## src/rtl/nsr_pkg.sv

```systemverilog
// Shared constants, codes and control types for the n-step return ring store.
package nsr_pkg;

    localparam int STORE_DEPTH = 1024;
    localparam int MAX_WINDOW  = 8;

    localparam int CMD_W      = 2;
    localparam int KIND_W     = 2;
    localparam int ACTION_W   = 16;
    localparam int RET_W      = 32;
    localparam int IDX_W      = 10;
    localparam int SLOT_W     = 10;
    localparam int OCC_W      = 11;
    localparam int WS_W       = 4;
    localparam int DISC_W     = 17;
    localparam int CFG_IDX_W  = 1;
    localparam int CFG_DATA_W = 17;

    localparam int S_PAY_W    = ACTION_W + RET_W + IDX_W;
    localparam int S_TDATA_W  = ((S_PAY_W + 7) / 8) * 8;
    localparam int M_PAY_W    = SLOT_W + ACTION_W + RET_W + 1 + OCC_W;
    localparam int M_TDATA_W  = ((M_PAY_W + 7) / 8) * 8;
    localparam int M_PAD_W    = M_TDATA_W - M_PAY_W;

    localparam logic [WS_W-1:0]   WS_RESET   = 4'd3;
    localparam logic [DISC_W-1:0] DISC_RESET = 17'd64880;
    localparam logic [DISC_W-1:0] DISC_ONE   = 17'd65536;

    typedef enum logic [CMD_W-1:0] {
        CMD_APPEND = 2'd0,
        CMD_READ   = 2'd1,
        CMD_CLEAR  = 2'd2
    } cmd_t;

    typedef enum logic [KIND_W-1:0] {
        KIND_STORED = 2'd0,
        KIND_READ   = 2'd1,
        KIND_CLEAR  = 2'd2
    } kind_t;

    typedef enum logic [CFG_IDX_W-1:0] {
        CFG_WINDOW_STEPS = 1'b0,
        CFG_DISCOUNT     = 1'b1
    } cfg_idx_t;

    typedef enum logic [3:0] {
        ST_IDLE,
        ST_WALK_GO,
        ST_WALK,
        ST_INSERT,
        ST_DECIDE,
        ST_WIN_RD,
        ST_WIN_OUT,
        ST_RD_MOD,
        ST_RD_ISSUE,
        ST_RD_OUT,
        ST_CLEAR
    } state_t;

    typedef struct packed {
        logic [ACTION_W-1:0] action;
        logic [RET_W-1:0]    ret;
    } win_entry_t;

    typedef struct packed {
        logic                walk_start;
        logic                insert;
        logic                rd_req;
        logic                empty;
        logic [ACTION_W-1:0] action;
        logic [RET_W-1:0]    reward;
        logic [DISC_W-1:0]   discount;
    } win_ctrl_t;

    typedef struct packed {
        logic [ACTION_W-1:0] action;
        logic [RET_W-1:0]    ret;
        logic                done;
    } st_entry_t;

    typedef struct packed {
        logic      we;
        logic      re;
        logic      clear;
        st_entry_t wdata;
    } st_ctrl_t;

endpackage

```

## src/rtl/nsr_window.sv

```systemverilog
// Window memory with the discounted-return accumulate walk, eviction and insert.
module nsr_window #(
    parameter int MAX_WINDOW = nsr_pkg::MAX_WINDOW,
    localparam int WA = (MAX_WINDOW > 1) ? $clog2(MAX_WINDOW) : 1,
    localparam int FW = $clog2(MAX_WINDOW + 1)
) (
    input  logic                aclk,
    input  logic                aresetn,
    input  nsr_pkg::win_ctrl_t  ctrl,
    input  logic [FW-1:0]       ws_eff,
    input  logic [FW-1:0]       rd_offset,
    output logic [FW-1:0]       fill,
    output logic                busy,
    output nsr_pkg::win_entry_t rdata
);
    localparam int SW = FW + 1;
    localparam logic [SW-1:0] MW_S   = SW'(MAX_WINDOW);
    localparam logic [WA-1:0] LAST_A = WA'(MAX_WINDOW - 1);

    nsr_pkg::win_entry_t mem [MAX_WINDOW];
    nsr_pkg::win_entry_t rdata_reg;
    nsr_pkg::win_entry_t wdata;

    logic [WA-1:0]      head_reg;
    logic [FW-1:0]      fill_reg;
    logic [FW-1:0]      walk_cnt_reg;
    logic [WA-1:0]      walk_addr_reg;
    logic [WA-1:0]      wb_addr_reg;
    logic               wb_valid_reg;
    logic [16:0]        p_reg;
    logic [16:0]        p_next;
    logic [33:0]        pw_full;
    logic signed [48:0] prod_reg;
    logic signed [48:0] prod_next;
    logic signed [49:0] rnd;
    logic signed [33:0] term;
    logic signed [34:0] sum;
    logic [31:0]        sat;
    logic               issue;
    logic               mem_re;
    logic               mem_we;
    logic [WA-1:0]      raddr;
    logic [WA-1:0]      waddr;
    logic [WA-1:0]      tail;
    logic [WA-1:0]      start_addr;
    logic [WA-1:0]      rd_addr;
    logic [WA-1:0]      new_head;
    logic [FW-1:0]      new_fill;

    function automatic logic [WA-1:0] wrap(input logic [SW-1:0] s);
        return (s >= MW_S) ? WA'(s - MW_S) : WA'(s);
    endfunction

    assign issue = (walk_cnt_reg != '0);
    assign busy  = issue || wb_valid_reg;
    assign fill  = fill_reg;
    assign rdata = rdata_reg;

    // newest entry first; oldest entry sits at head
    assign tail       = wrap(SW'(head_reg) + SW'(fill_reg));
    assign start_addr = wrap(SW'(head_reg) + SW'(fill_reg) - SW'(1));
    assign rd_addr    = wrap(SW'(head_reg) + SW'(rd_offset));

    always_comb begin
        if (fill_reg >= ws_eff) begin
            new_head = wrap(SW'(head_reg) + SW'(fill_reg) - SW'(ws_eff) + SW'(1));
            new_fill = ws_eff - FW'(1);
        end else begin
            new_head = head_reg;
            new_fill = fill_reg;
        end
    end

    assign prod_next = $signed({1'b0, p_reg}) * $signed(ctrl.reward);
    assign pw_full   = 34'(p_reg) * 34'(ctrl.discount) + 34'd32768;
    assign p_next    = pw_full[32:16];

    assign rnd  = 50'(prod_reg) + 50'sd32768;
    assign term = $signed(rnd[49:16]);
    assign sum  = 35'(term) + 35'($signed(rdata_reg.ret));

    always_comb begin
        if (!sum[34] && (sum[33:31] != 3'b000)) begin
            sat = 32'h7FFF_FFFF;
        end else if (sum[34] && (sum[33:31] != 3'b111)) begin
            sat = 32'h8000_0000;
        end else begin
            sat = sum[31:0];
        end
    end

    always_comb begin
        mem_re = issue || ctrl.rd_req;
        raddr  = issue ? walk_addr_reg : rd_addr;
        mem_we = wb_valid_reg || ctrl.insert;
        waddr  = wb_valid_reg ? wb_addr_reg : tail;
        if (wb_valid_reg) begin
            wdata.action = rdata_reg.action;
            wdata.ret    = sat;
        end else begin
            wdata.action = ctrl.action;
            wdata.ret    = ctrl.reward;
        end
    end

    always_ff @(posedge aclk) begin
        if (!aresetn) begin
            head_reg     <= '0;
            fill_reg     <= '0;
            walk_cnt_reg <= '0;
            wb_valid_reg <= 1'b0;
        end else begin
            wb_valid_reg <= issue;
            if (ctrl.walk_start) begin
                walk_cnt_reg <= fill_reg;
            end else if (issue) begin
                walk_cnt_reg <= walk_cnt_reg - FW'(1);
            end
            if (ctrl.empty) begin
                fill_reg <= '0;
            end else if (ctrl.insert) begin
                head_reg <= new_head;
                fill_reg <= new_fill + FW'(1);
            end
        end
    end

    always_ff @(posedge aclk) begin
        if (ctrl.walk_start) begin
            walk_addr_reg <= start_addr;
            p_reg         <= ctrl.discount;
        end else if (issue) begin
            walk_addr_reg <= (walk_addr_reg == '0) ? LAST_A : walk_addr_reg - WA'(1);
            p_reg         <= p_next;
            prod_reg      <= prod_next;
            wb_addr_reg   <= walk_addr_reg;
        end
    end

    always_ff @(posedge aclk) begin
        if (mem_we) begin
            mem[waddr] <= wdata;
        end
        if (mem_re) begin
            rdata_reg <= mem[raddr];
        end
    end

endmodule

```

## config.mk

```make
export PLATFORM = sky130hd
export DESIGN_NAME = nsr_window
export DESIGN_NICKNAME = d
export VERILOG_FILES = /design/src/rtl/nsr_pkg.sv /design/src/rtl/nsr_window.sv
export SDC_FILE = /design/constraint.sdc
export NUM_CORES = 2
export LEC_CHECK = 0
export BUFFER_PORTS_ARGS = -buffer_cell sky130_fd_sc_hd__buf_2
export CAP_MARGIN = 10
export CORE_UTILIZATION = 40
export CTS_BUF_LIST = sky130_fd_sc_hd__clkbuf_16
export DETAILED_ROUTE_END_ITERATION = 8
export GPL_ROUTABILITY_DRIVEN = 0
export GPL_TIMING_DRIVEN = 0
export HOLD_SLACK_MARGIN = 0.15
export SLEW_MARGIN = 10
export SYNTH_ARGS = -nofsm -noshare
export SYNTH_HDL_FRONTEND = slang
export SYNTH_SLANG_ARGS = --single-unit
```

## constraint.sdc

```tcl
create_clock -name aclk -period 6.8 [get_ports aclk]
set_clock_uncertainty 0.2 [all_clocks]
set_input_delay 0.34 -clock aclk [delete_from_list [all_inputs] [get_ports aclk]]
set_output_delay 0.34 -clock aclk [all_outputs]
set_load 0.005 [all_outputs]
```

## After elaboration in Yosys (flattened, before gate mapping)

Memories as Yosys holds them, arrays and structs flattened. A register that Yosys moved wholly into a read port is not among the register bits.
Cells that the tools add are included.

| storage, ports and cells | value |
|---|---|
| memories kept | 1 |
| bits in writable memories | 384 |
| output and inout bits | 53 |
| bits of input ports | 79 |
| flip-flop bits (word level) | 84 |
| logic and storage cells | 68 |

| operators by class | value |
|---|---|
| equal/unequal tests | 1 |
| $mul | 2 |
| bitwise logic cells | 3 |
| $lt $le $gt $ge | 5 |
| reduce and logical (&&, ||, !) cells | 13 |
| mux-type cells | 19 |
| $add $sub $neg | 16 |

Memory list:

| name | words | bits a word | rd ports | clocked after Yosys merged registers in | wr ports | RTL line | RTL |
|---|---|---|---|---|---|---|---|
| mem | 8 | 48 | 1 | 1 | 1 | nsr_window.sv:20 | `nsr_pkg::win_entry_t mem [MAX_WINDOW];` |

Operators by type and width:

| cell | count |
|---|---|
| $mux W32 | 2 |
| $add A49 B17 Y50 const B | 1 |
| $mul A18 B32 Y49 | 1 |
| $mux W48 | 1 |
| $add A34 B32 Y35 | 1 |
| $mux W17 | 2 |
| $add A33 B16 Y33 const B | 1 |
| $mul A17 B17 Y33 | 1 |
| $mux W3 | 9 |
| $ge A5 B4 Y1 const B | 4 |
| $sub A3 B1 Y3 const B | 5 |
| $mux W4 | 3 |
| $add A3 B4 Y5 | 2 |
| $sub A4 B1 Y4 const B | 2 |
| $add A5 B1 Y5 const B | 1 |
| $sub A5 B1 Y5 const B | 1 |
| $sub A5 B4 Y5 | 1 |
| $add A4 B1 Y4 const B | 1 |
| $ge A4 B4 Y1 | 1 |
| $reduce_bool A4 Y1 | 1 |
| $logic_not A3 Y1 | 1 |
| $logic_or A1 B1 Y1 | 3 |
| $ne A3 B3 Y1 const B | 1 |
| $not A1 Y1 | 3 |
| other kinds (8) | 10 |

## Logic depth before layout (Yosys ltp)

| logic depth | value |
|---|---|
| depth after elaboration | 7 |
| depth in mapped cells | 25 |
| gate-level depth less buffers | 24 |

## Least setup slack after synthesis

OpenSTA, ideal clock, no wires.

| path | value |
|---|---|
| path type | flip-flop to flip-flop |
| start point | register p_reg[3] |
| end point | register prod_reg[28], data pin |
| setup time | 258 ps |
| cell stages (with the launch flop) | 24 |
| path slack | 72 ps |
| arrival | 6270 ps |
| period minus slack after synthesis | 6728 ps |
| buffers on the path | 2 |
| data required time | 6342 ps |
| cells stage by stage | edfxtp_1 clkbuf_1 clkbuf_1 nand2_1 fa_1 fa_1 fa_1 inv_1 fa_1 fa_1 inv_1 fa_1 inv_1 ha_1 a21oi_1 o21ai_0 a211oi_1 a21oi_1 o21a_1 o21a_1 o41a_1 a21o_1 a21oi_1 xnor2_1 |

| on the way | value |
|---|---|
| longest elaborated chain between the ends | 1 |

RTL lines:

| item | RTL line | RTL |
|---|---|---|
| from (decl) | nsr_window.sv:30 | `logic [16:0] p_reg;` |
| from (signal assigned) | nsr_window.sv:131 | `p_reg <= ctrl.discount;` |
| from (signal assigned) | nsr_window.sv:134 | `p_reg <= p_next;` |
| $mul A18 B32 Y49 | nsr_window.sv:74 | `assign prod_next = $signed({1'b0, p_reg}) * $signed(ctrl.reward);` |
| net prod_next[28] | nsr_window.sv:34 | `logic signed [48:0] prod_next;` |
| to (signal assigned) | nsr_window.sv:135 | `prod_reg <= prod_next;` |
| to (decl) | nsr_window.sv:33 | `logic signed [48:0] prod_reg;` |

The timed path passes the listed nets, and every way through them passes these cells.
A chain may end at the register's enable or synchronous reset.

## Worst setup path in the final report

| path | value |
|---|---|
| start point | register p_reg[6] |
| end point | register prod_reg[28], data pin |

The elaborated chain is that of the path after synthesis.

==> metrics.csv <==
stage,metric,value,unit
outcome,status,"complete, but fails checks",
outcome,failing checks,setup timing,
routing,DRT iter0 DRCs,2299,
logic_synthesis,syn avg cell area,11.4,um2
routing,drt pass-1 iters,6,
timing,RSZ-0062 raised after global routing,yes,
critical_path,r2r endpoint,prod_reg[28],
global_routing,antenna violations before repair,11,
hold_path,hold_sp,ctrl[12],
routing,ANT nets after route,0,
final_layout,most frequent cells in the layout,"827 x inv_1, 722 x fa_1, 548 x nand2_1",
critical_path,R2R setup slack,-30,ps
clock_network,CTS root buf,clkbuf_16,
timing,minimum clock period,6830,ps
hold_path,worst hold path cell count,2,
logic_synthesis,Netlist Area Pre-Place,0.0487,mm2
routing,Remaining DRCs,0,
timing,Final setup viols,1,
final_layout,share of cells above drive strength 1,14.8,%
logic_synthesis,number of synthesized flops with an enable pin,489,
final_layout,Largest register FFs,384,
routing,DR vias,32300,
final_layout,"commonest non-fill, non-tap cell in the layout",inv_1,
clock_network,clk buf depth,3,
clock_network,CTS buffer count,54,
placed_design,placed cell count,6005,
hold_path,worst hold endpoint,p_reg[12],
hold_path,type of the worst min-delay path,primary input to flop,
routing,DR WL/cell,22.0,um
floorplanning,Starting Density,40.5,%
global_routing,met2 GRT Util,37.6,%
floorplanning,Die X,351,um
global_routing,Tot GR Track Use,22.7,%
timing,setup ws final,-28.6,ps
logic_synthesis,syn nets,5360,
logic_synthesis,flop and latch count out of synthesis,501,
timing,Tightest Pin Transition,1210,ps
global_routing,grt total ovfl,0,
global_routing,first-pass GRT wire length,208000,um
final_layout,Finished Layout Cells,6214,
critical_path,Startpoint Class,flop,
final_layout,Area Growth Syn to Fin,14.4,%
global_routing,met3 Usage GRT,4.64,%
critical_path,Crit. End Element,flop,
logic_synthesis,Syn Inst Count,4267,
floorplanning,# IOs,132,
placed_design,pre-CTS WS,-1550,ps
logic_synthesis,post-synthesis sequential area ratio,30.6,%
placed_design,placed cell area,0.0517,mm2
logic_synthesis,Yosys cell types,80,
run,Max-cap violations,0,
global_routing,busiest grt layer,met2,
critical_path,worst reg2reg startpoint,p_reg[6],
clock_network,H-tree levels,2,
global_routing,grt met1 use,29.3,%
floorplanning,Chip Height,351,um
placed_design,Buffers on Ports,108,
clock_network,CTS tree,built,
critical_path,FF-to-FF path depth,24,
placed_design,Post-DP HPWL,106000,um
timing,post-route setup TNS,-28.6,ps
floorplanning,core area,0.120,mm2
timing,Slew headroom,18.6,%
clock_network,clk_lat worst skew,630,ps
timing,Peak Freq,146,MHz
logic_synthesis,ys async rst share,0,%
timing,part of the cycle the worst path needs,100,%
critical_path,Worst Path Required,6990,ps
routing,final WL,137000,um
logic_synthesis,Synth Flop Type,edfxtp_1,
critical_path,crit path max fanout,10,
clock_network,clk sinks,501,
global_routing,largest net degree at the start of global routing,32,
logic_synthesis,yosys synthesis warning count,0,
timing,final hold violations,0,
routing,Vias/cell,5.19,
critical_path,Worst Path Arrival,7010,ps
floorplanning,Rows,127,
floorplanning,die area,0.123,mm2
global_routing,vias in the first global route,34300,
final_layout,final design instance area without fill,0.0558,mm2
final_layout,Nets,5647,
clock_network,"Reg clk slew, reported paths",60,ps
timing,max-slew violation count,0,
critical_path,kind of critical path,flop to flop,
[layout make-up]
cell class                      instances  area, um2
Fill cell                           11000      64500
Multi-Input combinational cell       2733      30600
Sequential cell                       501      14900
Inverter                              829       3110
Tap cell                             1612       2020
Timing Repair Buffer                  237       1920
Buffer                                198       1410
Clock buffer                           54       1350
Clock inverter                         45        452
Antenna cell                            5       12.5
[routing by layer]
layer | part of all wire, % | vias up
li1 | - | 14200
met1 | 40 | 16600
met2 | 47 | 1187
met3 | 7.8 | 293
met5 | 0.026 | -
met4 | 4.3 | 6
[Yosys cell counts (14+ instances only)]
master	n	area [um2]
xnor2_1	86	753
nand4_1	14	87.6
mux4_2	96	2160
and3_1	23	144
a221o_1	29	290
xor2_1	43	377
ha_1	274	3430
and2_1	362	2260
inv_1	828	3110
edfxtp_1	489	14700
fa_1	740	14800
a21o_1	26	195
nor2b_1	17	106
nor2_1	71	267
o21ai_0	57	285
mux2_2	66	743
clkbuf_1	186	698
nand3_1	26	130
o21a_1	20	150
a21oi_1	80	400
nor3_1	22	110
nand2_1	550	2060
[logic make-up after synthesis]
| group | share of synthesized area (%) |
|---|---|
| adders and majority gates | 37.4 |
| muxes | 6.15 |
| xor gates and xnor gates | 2.32 |
| buffers and inverters | 8.04 |
| DFF | 30.6 |
| AOI/OAI and AO/OA | 4.25 |
| and+or+nand+nor | 11.2 |
[worst max-delay path, stage by stage (launching register included)]
cell      delay, ps
edfxtp_1        410
buf_6           150
clkbuf_8        180
and2_1          170
fa_1            530
inv_1            50
fa_1            490
fa_1            540
inv_1            70
fa_1            450
fa_1            510
inv_1            50
fa_1            470
inv_1            60
ha_4            230
a21oi_2         170
o21ai_4          90
a211oi_4        320
a21oi_2         150
o21a_1          220
o21a_1          220
o41a_1          360
a21o_1          240
a21oi_2         180
xnor2_1          80
[worst max path at each step]
stage,depth (start not counted),from,end,slack [ps]
floorplan,23,p_reg[3],prod_reg[28],70
global placement,23,p_reg[13],prod_reg[48],-1630
detailed placement,23,p_reg[14],prod_reg[48],-1550
CTS,23,p_reg[3],prod_reg[48],-6
global route,22,p_reg[7],prod_reg[28],-170
finish,24,p_reg[6],prod_reg[28],-30
[repair_timing]
| item | CTS | global route |
|---|---|---|
| gates resized for setup | 256 | 114 |
| pin swaps | 21 | 66 |
| endpoints found under the hold margin | 149 | 0 |
| gates cloned | 0 | 0 |
| hold buffers | 33 | 0 |
| setup buffers | 43 | 35 |
| setup endpoints to repair | 46 | 23 |
[metrics by stage]
stage          util (%)  hold slack, ps
6_report           46.4             170
5_1_grt            46.4             158
4_1_cts            45.8             162
3_5_place_dp       43.0             247
3_3_place_gp       42.6             238
2_1_floorplan         -             226
Power is left out: the tool's default activity adds up to more than one toggle a clock period on the data nets, which glitch-free logic cannot reach.
